**src/rtl/glms_pkg.sv**
```systemverilog
package glms_pkg;

    localparam int ROWS    = 25;
    localparam int COLUMNS = 25;
    localparam int LEVELS  = 15;

    localparam int ROW_BYTES = (COLUMNS + 1) / 2;
    localparam int ROW_W     = $clog2(ROWS);
    localparam int WORD_W    = ROW_BYTES * 8;

    // row select coding: low nibble below this row, high nibble from it on
    localparam int ROW_SPLIT   = 15;
    localparam int SEL_HI_OFS  = 14;

    localparam logic CMD_WRITE = 1'b0;
    localparam logic CMD_TICK  = 1'b1;

    localparam logic [7:0] BYTE_FULL = 8'hff;

    typedef logic [WORD_W-1:0]  t_row_word;
    typedef logic [COLUMNS-1:0] t_mask;

    typedef struct packed {
        logic [ROW_W-1:0] row;
        logic [3:0]       phase;
    } t_scan;

    typedef struct packed {
        logic             we;
        logic [ROW_W-1:0] waddr;
        logic [3:0]       wbyte;
        logic [7:0]       wdata;
        logic             re;
        logic [ROW_W-1:0] raddr;
    } t_mem_req;

    function automatic logic [7:0] row_sel(input logic [ROW_W-1:0] r);
        logic [7:0] rx;
        logic [7:0] hi;
        rx = 8'(r);
        hi = rx - 8'(SEL_HI_OFS);
        if (rx < 8'(ROW_SPLIT)) begin
            return rx + 8'd1;
        end
        return {hi[3:0], 4'h0};
    endfunction

endpackage

```
**src/rtl/glms_in_if.sv**
```systemverilog
interface glms_in_if;
    import glms_pkg::*;

    logic       valid;
    logic       ready;
    logic       cmd;
    logic [4:0] row;
    logic [3:0] byte_index;
    logic [7:0] pixel_pair;

    modport source (output valid, output cmd, output row, output byte_index,
                    output pixel_pair, input ready);
    modport sink   (input valid, input cmd, input row, input byte_index,
                    input pixel_pair, output ready);
endinterface

```
**src/rtl/glms_out_if.sv**
```systemverilog
interface glms_out_if;
    import glms_pkg::*;

    logic               valid;
    logic               ready;
    logic [COLUMNS-1:0] column_mask;
    logic [7:0]         row_select;
    logic [3:0]         phase;

    modport source (output valid, output column_mask, output row_select,
                    output phase, input ready);
    modport sink   (input valid, input column_mask, input row_select,
                    input phase, output ready);
endinterface

```
**src/rtl/glms_frame_mem.sv**
```systemverilog
module glms_frame_mem (
    input  logic                i_clk,
    input  logic                i_rst_n,
    input  glms_pkg::t_mem_req  i_req,
    output glms_pkg::t_row_word o_rdata
);
    import glms_pkg::*;

    logic [WORD_W-1:0] r_mem [ROWS];
    logic [ROWS-1:0]   r_row_vld;
    t_row_word         r_q;
    logic              r_q_vld;
    logic              w_full;

    // first write into a row fills the other bytes with full brightness
    assign w_full = !r_row_vld[i_req.waddr];

    always_ff @(posedge i_clk) begin
        for (int b = 0; b < ROW_BYTES; b++) begin
            if (i_req.we && (w_full || i_req.wbyte == 4'(b))) begin
                r_mem[i_req.waddr][b*8 +: 8] <=
                    (i_req.wbyte == 4'(b)) ? i_req.wdata : BYTE_FULL;
            end
        end
        if (i_req.re) begin
            r_q <= r_mem[i_req.raddr];
        end
    end

    always_ff @(posedge i_clk) begin
        if (!i_rst_n) begin
            r_row_vld <= '0;
            r_q_vld   <= 1'b0;
        end else begin
            if (i_req.we) begin
                r_row_vld[i_req.waddr] <= 1'b1;
            end
            if (i_req.re) begin
                r_q_vld <= r_row_vld[i_req.raddr];
            end
        end
    end

    assign o_rdata = r_q_vld ? r_q : {ROW_BYTES{BYTE_FULL}};

    a_no_rw_overlap : assert property (@(posedge i_clk) disable iff (!i_rst_n)
        !(i_req.we && i_req.re))
        else $error("frame store read and write in the same cycle");

    a_row_marked : assert property (@(posedge i_clk) disable iff (!i_rst_n)
        i_req.we |=> r_row_vld[$past(i_req.waddr)])
        else $error("written row not marked valid");

endmodule

```
**src/rtl/glms_scan_seq.sv**
```systemverilog
module glms_scan_seq (
    input  logic               i_clk,
    input  logic               i_rst_n,
    glms_in_if.sink            i_in,
    input  logic               i_s1_take,
    output logic               o_s1_vld,
    output glms_pkg::t_scan    o_s1,
    output glms_pkg::t_mem_req o_req
);
    import glms_pkg::*;

    logic [3:0]       r_phase;
    logic [ROW_W-1:0] r_row;
    logic             r_s1_vld;
    t_scan            r_s1;

    logic [3:0]       n_phase;
    logic [ROW_W-1:0] n_row;
    logic [3:0]       w_phase_inc;
    logic             w_wrap;
    logic             w_acc;
    logic             w_tick;
    logic             w_wr_ok;

    assign i_in.ready = !r_s1_vld || i_s1_take;
    assign w_acc      = i_in.valid && i_in.ready;
    assign w_tick     = w_acc && (i_in.cmd == CMD_TICK);
    assign w_wr_ok    = w_acc && (i_in.cmd == CMD_WRITE)
                        && (i_in.row < 5'(ROWS))
                        && ({1'b0, i_in.byte_index} < 5'(ROW_BYTES));

    assign w_phase_inc = r_phase + 4'd1;
    assign w_wrap      = (w_phase_inc >= 4'(LEVELS));

    always_comb begin
        n_phase = w_wrap ? 4'd0 : w_phase_inc;
        n_row   = r_row;
        if (w_wrap) begin
            n_row = (r_row == ROW_W'(ROWS - 1)) ? '0 : r_row + ROW_W'(1);
        end
    end

    always_comb begin
        o_req.we    = w_wr_ok;
        o_req.waddr = i_in.row[ROW_W-1:0];
        o_req.wbyte = i_in.byte_index;
        o_req.wdata = i_in.pixel_pair;
        o_req.re    = w_tick;
        o_req.raddr = n_row;
    end

    always_ff @(posedge i_clk) begin
        if (!i_rst_n) begin
            r_phase  <= 4'd0;
            r_row    <= '0;
            r_s1_vld <= 1'b0;
        end else begin
            if (w_tick) begin
                r_phase  <= n_phase;
                r_row    <= n_row;
                r_s1_vld <= 1'b1;
            end else if (i_s1_take) begin
                r_s1_vld <= 1'b0;
            end
        end
    end

    always_ff @(posedge i_clk) begin
        if (w_tick) begin
            r_s1.phase <= n_phase;
            r_s1.row   <= n_row;
        end
    end

    assign o_s1_vld = r_s1_vld;
    assign o_s1     = r_s1;

    a_phase_range : assert property (@(posedge i_clk) disable iff (!i_rst_n)
        r_phase < 4'(LEVELS))
        else $error("duty phase out of range");

    a_row_range : assert property (@(posedge i_clk) disable iff (!i_rst_n)
        32'(r_row) < ROWS)
        else $error("scan row out of range");

    a_tick_staged : assert property (@(posedge i_clk) disable iff (!i_rst_n)
        w_tick |=> r_s1_vld && (r_s1.phase == r_phase) && (r_s1.row == r_row))
        else $error("tick not staged with its phase and row");

endmodule

```
**src/rtl/glms_out_stage.sv**
```systemverilog
module glms_out_stage (
    input  logic                i_clk,
    input  logic                i_rst_n,
    input  logic                i_s1_vld,
    input  glms_pkg::t_scan     i_s1,
    input  glms_pkg::t_row_word i_rdata,
    output logic                o_s1_take,
    glms_out_if.source          o_out
);
    import glms_pkg::*;

    logic       r_out_vld;
    t_mask      r_mask;
    logic [7:0] r_sel;
    logic [3:0] r_phase;
    t_mask      w_mask;
    logic       w_load;

    assign w_load    = i_s1_vld && (!r_out_vld || o_out.ready);
    assign o_s1_take = w_load;

    // nibble k of the row word is column k
    always_comb begin
        for (int k = 0; k < COLUMNS; k++) begin
            w_mask[k] = (i_rdata[k*4 +: 4] > i_s1.phase);
        end
    end

    always_ff @(posedge i_clk) begin
        if (!i_rst_n) begin
            r_out_vld <= 1'b0;
        end else begin
            if (w_load) begin
                r_out_vld <= 1'b1;
            end else if (o_out.ready) begin
                r_out_vld <= 1'b0;
            end
        end
    end

    always_ff @(posedge i_clk) begin
        if (w_load) begin
            r_mask  <= w_mask;
            r_sel   <= row_sel(i_s1.row);
            r_phase <= i_s1.phase;
        end
    end

    assign o_out.valid       = r_out_vld;
    assign o_out.column_mask = r_mask;
    assign o_out.row_select  = r_sel;
    assign o_out.phase       = r_phase;

    a_load_shows : assert property (@(posedge i_clk) disable iff (!i_rst_n)
        w_load |=> r_out_vld && (r_phase == $past(i_s1.phase)))
        else $error("loaded beat not presented");

    a_out_phase : assert property (@(posedge i_clk) disable iff (!i_rst_n)
        r_out_vld |-> (r_phase < 4'(LEVELS)))
        else $error("output phase out of range");

endmodule

```
**src/rtl/grayscale_led_matrix_scanner_core.sv**
```systemverilog
// grayscale led matrix row scanner
// i_in: command beats. cmd write stores one pixel-pair byte (low nibble even
// column) at row/byte_index of the frame store; writes outside the matrix are
// dropped. cmd tick advances the duty phase, wrapping into the next scan row,
// and produces one beat on o_out.
// o_out: column_mask (bit k on when column k is brighter than phase),
// row_select (decoder nibbles) and the phase used for the scan.
// pipeline: an accepted tick reads its frame store row into the read stage,
// then the compare result is registered in the output reg.
// throughput: one beat per cycle while o_out moves, ticks and writes mixed
// freely; the frame store has one row-wide read port and one byte-write port,
// and a write is visible to any tick accepted in a later cycle.
// a stalled o_out holds its beat; one more tick sits in the read stage, after
// which i_in.ready drops until o_out moves.
// reset: phase and row return to 0, every pixel reads as brightness 15 via
// per-row valid bits, so no clearing pass is needed and beats are taken at once.
module grayscale_led_matrix_scanner_core (
    input  logic       i_clk,
    input  logic       i_rst_n,
    glms_in_if.sink    i_in,
    glms_out_if.source o_out
);
    import glms_pkg::*;

    t_mem_req  w_req;
    t_row_word w_rdata;
    t_scan     w_s1;
    logic      w_s1_vld;
    logic      w_s1_take;

    glms_scan_seq u_seq (
        .i_clk     (i_clk),
        .i_rst_n   (i_rst_n),
        .i_in      (i_in),
        .i_s1_take (w_s1_take),
        .o_s1_vld  (w_s1_vld),
        .o_s1      (w_s1),
        .o_req     (w_req)
    );

    glms_frame_mem u_mem (
        .i_clk   (i_clk),
        .i_rst_n (i_rst_n),
        .i_req   (w_req),
        .o_rdata (w_rdata)
    );

    glms_out_stage u_out (
        .i_clk     (i_clk),
        .i_rst_n   (i_rst_n),
        .i_s1_vld  (w_s1_vld),
        .i_s1      (w_s1),
        .i_rdata   (w_rdata),
        .o_s1_take (w_s1_take),
        .o_out     (o_out)
    );

endmodule

```
**src/flat_wrapper.sv**
```systemverilog
// flat-port wrapper written by rule: the top's interface ports become plain ports
module grayscale_led_matrix_scanner_core_flat import glms_pkg::*;
  (i_clk, i_rst_n, i_in_valid, i_in_cmd, i_in_row, i_in_byte_index, i_in_pixel_pair, i_in_ready, o_out_valid, o_out_column_mask, o_out_row_select, o_out_phase, o_out_ready);
  glms_in_if i_in_i ();
  glms_out_if o_out_i ();
  input  logic i_clk;
  input  logic i_rst_n;
  input wire logic [$bits(i_in_i.valid)-1:0] i_in_valid;
  input wire logic [$bits(i_in_i.cmd)-1:0] i_in_cmd;
  input wire logic [$bits(i_in_i.row)-1:0] i_in_row;
  input wire logic [$bits(i_in_i.byte_index)-1:0] i_in_byte_index;
  input wire logic [$bits(i_in_i.pixel_pair)-1:0] i_in_pixel_pair;
  output wire logic [$bits(i_in_i.ready)-1:0] i_in_ready;
  output wire logic [$bits(o_out_i.valid)-1:0] o_out_valid;
  output wire logic [$bits(o_out_i.column_mask)-1:0] o_out_column_mask;
  output wire logic [$bits(o_out_i.row_select)-1:0] o_out_row_select;
  output wire logic [$bits(o_out_i.phase)-1:0] o_out_phase;
  input wire logic [$bits(o_out_i.ready)-1:0] o_out_ready;
  assign i_in_i.valid = i_in_valid;
  assign i_in_i.cmd = i_in_cmd;
  assign i_in_i.row = i_in_row;
  assign i_in_i.byte_index = i_in_byte_index;
  assign i_in_i.pixel_pair = i_in_pixel_pair;
  assign i_in_ready = i_in_i.ready;
  assign o_out_valid = o_out_i.valid;
  assign o_out_column_mask = o_out_i.column_mask;
  assign o_out_row_select = o_out_i.row_select;
  assign o_out_phase = o_out_i.phase;
  assign o_out_i.ready = o_out_ready;
  grayscale_led_matrix_scanner_core u_core (.i_clk(i_clk), .i_rst_n(i_rst_n), .i_in(i_in_i), .o_out(o_out_i));
endmodule
```
**config.mk**
```make
export PLATFORM = sky130hd
export DESIGN_NAME = grayscale_led_matrix_scanner_core_flat
export DESIGN_NICKNAME = d
export VERILOG_FILES = /design/src/rtl/glms_pkg.sv /design/src/rtl/glms_in_if.sv /design/src/rtl/glms_out_if.sv /design/src/rtl/glms_frame_mem.sv /design/src/rtl/glms_scan_seq.sv /design/src/rtl/glms_out_stage.sv /design/src/rtl/grayscale_led_matrix_scanner_core.sv /design/src/flat_wrapper.sv
export SDC_FILE = /design/constraint.sdc
export NUM_CORES = 2
export LEC_CHECK = 0
export BUFFER_PORTS_ARGS = -buffer_cell sky130_fd_sc_hd__buf_2
export CORE_MARGIN = 5
export CORE_UTILIZATION = 30
export CTS_CLUSTER_SIZE = 14
export DETAILED_ROUTE_END_ITERATION = 8
export PLACE_DENSITY = 0.47
export SLEW_MARGIN = 20
export SYNTH_ARGS = -nofsm -noshare
export SYNTH_HDL_FRONTEND = slang
export SYNTH_SLANG_ARGS = --single-unit
```
**constraint.sdc**
```tcl
create_clock -name i_clk -period 5.94 [get_ports i_clk]
set_input_delay 1.188 -clock i_clk [delete_from_list [all_inputs] [get_ports i_clk]]
set_output_delay 1.188 -clock i_clk [all_outputs]
set_load 0.02 [all_outputs]
```
==> results.yml <==
critical_path:
  cp_max_fo: 82
  start_kind: "flip-flop"
  cpPeakStageDelay_ps: 680
  crit_chain: "inv_1, ha_1, and2_1, a211o_4, and2_4, inv_8, buf_12, a211oi_1, a311oi_1, o22ai_1, a32oi_1"
  r2r_start: "u_core.u_seq.r_phase[0]"
  r2r_cells: 11
  cp_top_family: "compound AO/OA/AOI/OAI gates"
  required_ps: 6660
  r2r_slack_ps: 1080
  slowest_stage: "a311oi_1"
  critPathBufInv: 3
  cp.arrival_ps: 5580
  rr_endpoint: "u_core.u_mem.r_q[59]"
  end_kind: "flip-flop"
  critPathKind: "flip-flop to flip-flop"
placement:
  portBuffers: 60
  place_inst: 11919
  placed_cell_area_sq_um: 115900
  gp_congestion: 0.7974
  place_hpwl_um: 222800
status:
  outcome: "complete, no violations"
grt:
  grt_max_degree: 159
  gr-usage-all-layers_pct: 18.99
  grt_pass1_vias: 65942
  overflow: 0
  grt_pass1_wl_um: 516600
  antenna_found_initial: 38
die:
  dieArea_sq_um: 377000
  io_pins: 61
  rows: 221
  core-area_sq_um: 363100
  die_x_um: 614.0
  initial_core_util_pct: 30.15
  die_height_um: 614.0
yosys:
  synthCells: 7387
  ys_ff_latch: 2683
  yosys.cell_types.count: 72
  synth_edf_count: 2646
  synthArstFlopShare_pct: 0
  synth_area_per_cell_sq_um: 14.82
  netlist_area_sq_um: 109500
  synth_flop_cell: "edfxtp_1"
  syn-num-nets: 7515
  seq_area_frac_synth_pct: 73.27
  ys_warn_count: 0
pwr:
  power_mw: 41.45
  p_per_area_nw_per_um2: 330.8
  cellLeakagePower_nw: 46.92
  vdd_drop_max_mv: 0.2138
clock_tree:
  h-tree-depth: 5
  clock_latency_ps: 900
  clk_root_buffer_cell: "clkbuf_16"
  hold_buffers: 0
  numCtsBuffers: 297
  ctsResizeCount: 0
  cts.sinks: 2683
  path_clk_slew_ps: 60
  post_cts_buffers: 0
  clockBufferDepth: 4
  cts_tree: "yes"
worst_hold_path:
  min_to: "u_core.u_mem.r_row_vld[15]"
  holdPathStages: 2
  min_from: "u_core.u_mem.r_row_vld[15]"
  hold_path.class: "flip-flop to flip-flop"
final_layout:
  regArea_sq_um: 80200
  final_design_area_no_fill_sq_um: 125300
  utilization_pct: 34.52
  nNetsFinal: 7552
  area_delta_synth_final_pct: 14.50
  drive_gt1_share_pct: 10.77
  multi_input_area_sq_um: 26820
  layout_common_cells: "2646 x edfxtp_1, 782 x nand2_1, 495 x mux2i_1"
  final_common_cell: "edfxtp_1"
  fillers: 34775
  final_cells: 12459
detailed_routing:
  drtIter0Drc: 7492
  routedWlPerCell_um: 29.67
  ant_nets: 0
  drc: 0
  first_pass_iters: 6
  drt-total-wl_um: 369700
  viasPerCell: 5.388
  vias: 67131
timing:
  setup_tns_ps: 0
  hold_violations: 0
  worst_pin_slew_ps: 1214
  slew_headroom_pct: 19.10
  max_freq_mhz: 205.7
  fin_crit_ps: 4862
  final_max_slew_viol_count: 0
  fin_crit_sh_pct: 81.85
  finalSetupViolCount: 0
  rsz0062_at_grt: "false"
  fin_skew_ps: 50.57
flow_run:
  drv_cap: 0
==> synth_stat cells, drive strengths merged, types with 45 or more instances <==
cell	number	share of area, %
a221oi	88	0.71
or3	69	0.40
a21oi	243	1.1
ha	106	1.2
o22ai	88	0.50
buf	202	1.0
nor2b	62	0.35
edfxtp	2646	73
nand2	810	2.8
nand2b	140	0.80
a31oi	124	0.71
clkbuf	384	1.3
and3	349	2.0
mux2i	495	4.5
a211oi	382	2.6
o221ai	119	0.95
a32oi	45	0.36
nor2	356	1.2
a311oi	155	1.2
o21ai	204	0.94
o211ai	45	0.31
==> where the power goes <==
group / total [mW] / internal [mW] / switching [mW]
sequential: 20.8 / 20.8 / 0.0492
combinational: 2.47 / 0.663 / 1.80
clock: 18.2 / 10.5 / 7.72
==> layer usage <==
layer / vias up / part of all wire [%] / track usage (%)
li1: 29102 / - / -
met1: 34899 / 43 / 26.21
met2: 2604 / 47 / 30.96
met3: 518 / 6.7 / 2.903
met4: 8 / 2.9 / 5.634
met5: - / 0.015 / 0
==> sequential cells by signal, indices dropped and copies added, names as in the netlist <==
signal / count
u_core.u_seq.r_row: 5
u_core.u_mem.r_mem: 2500
u_core.u_seq.o_s1_vld: 1
u_core.u_mem.r_row_vld: 25
u_core.u_out.o_out.row_select: 8
u_core.u_mem.r_q: 100
u_core.u_out.o_out.valid: 1
u_core.u_out.o_out.phase: 4
u_core.u_mem.r_q_vld: 1
u_core.u_seq.o_s1: 9
u_core.u_out.o_out.column_mask: 25
u_core.u_seq.r_phase: 4
==> per-stage QoR <==
stage / hold slack (ps) / worst slack (ps)
final: 478.9 / 1078
after global routing: 488.2 / 871.2
after CTS: 474.7 / 1086
after floorplan: 426.4 / 389.3
after global placement: 459.5 / 711.5
after detailed placement: 464.6 / 691.2
==> final cells by class <==
class | count | area share [%]
Inverter | 40 | 0.1468
Sequential cell | 2683 | 63.99
Tap cell | 4794 | 4.786
Clock inverter | 164 | 1.282
Timing Repair Buffer | 324 | 2.170
Antenna cell | 15 | 0.02995
Multi-Input combinational cell | 4078 | 21.40
Clock buffer | 361 | 6.190
==> worst min-delay path: cells and delay by family, from the launching register on <==
family	cells	cell delay, ps
flip-flops	1	320
AO/OA/AOI/OAI	1	60
buffers and inverters	1	50
==> cells by family (layout without fill, tap and decap cells) <==
group                      count (synthesis)  in the layout  share of synthesized area, %
buffers and inverters                    626            889                         2.476
muxes                                    505            505                         4.691
adders and majority gates                106            106                         1.212
and+or+nand+nor                         1855           1855                         7.960
xor gates and xnor gates                   3              3                       0.02401
other                                      0             15                             0
DFF                                     2683           2683                         73.27
AOI/OAI and AO/OA                       1609           1609                         10.37
==> how the worst max path moves through the flow <==
stage | start | depth (start not counted) | endpoint | slack [ps]
after floorplan | o_out_ready | 5 | u_core.u_mem.r_q[0] | 390
after global placement | i_in_byte_index[1] | 9 | u_core.u_mem.r_mem[9][27] | 710
after detailed placement | i_in_byte_index[1] | 9 | u_core.u_mem.r_mem[9][58] | 690
after CTS | u_core.u_seq.r_phase[0] | 11 | u_core.u_mem.r_q[57] | 1090
after global routing | u_core.u_seq.r_phase[0] | 11 | u_core.u_mem.r_q[57] | 870
final | u_core.u_seq.r_phase[0] | 11 | u_core.u_mem.r_q[59] | 1080
(Power assumes the default switching activity.)
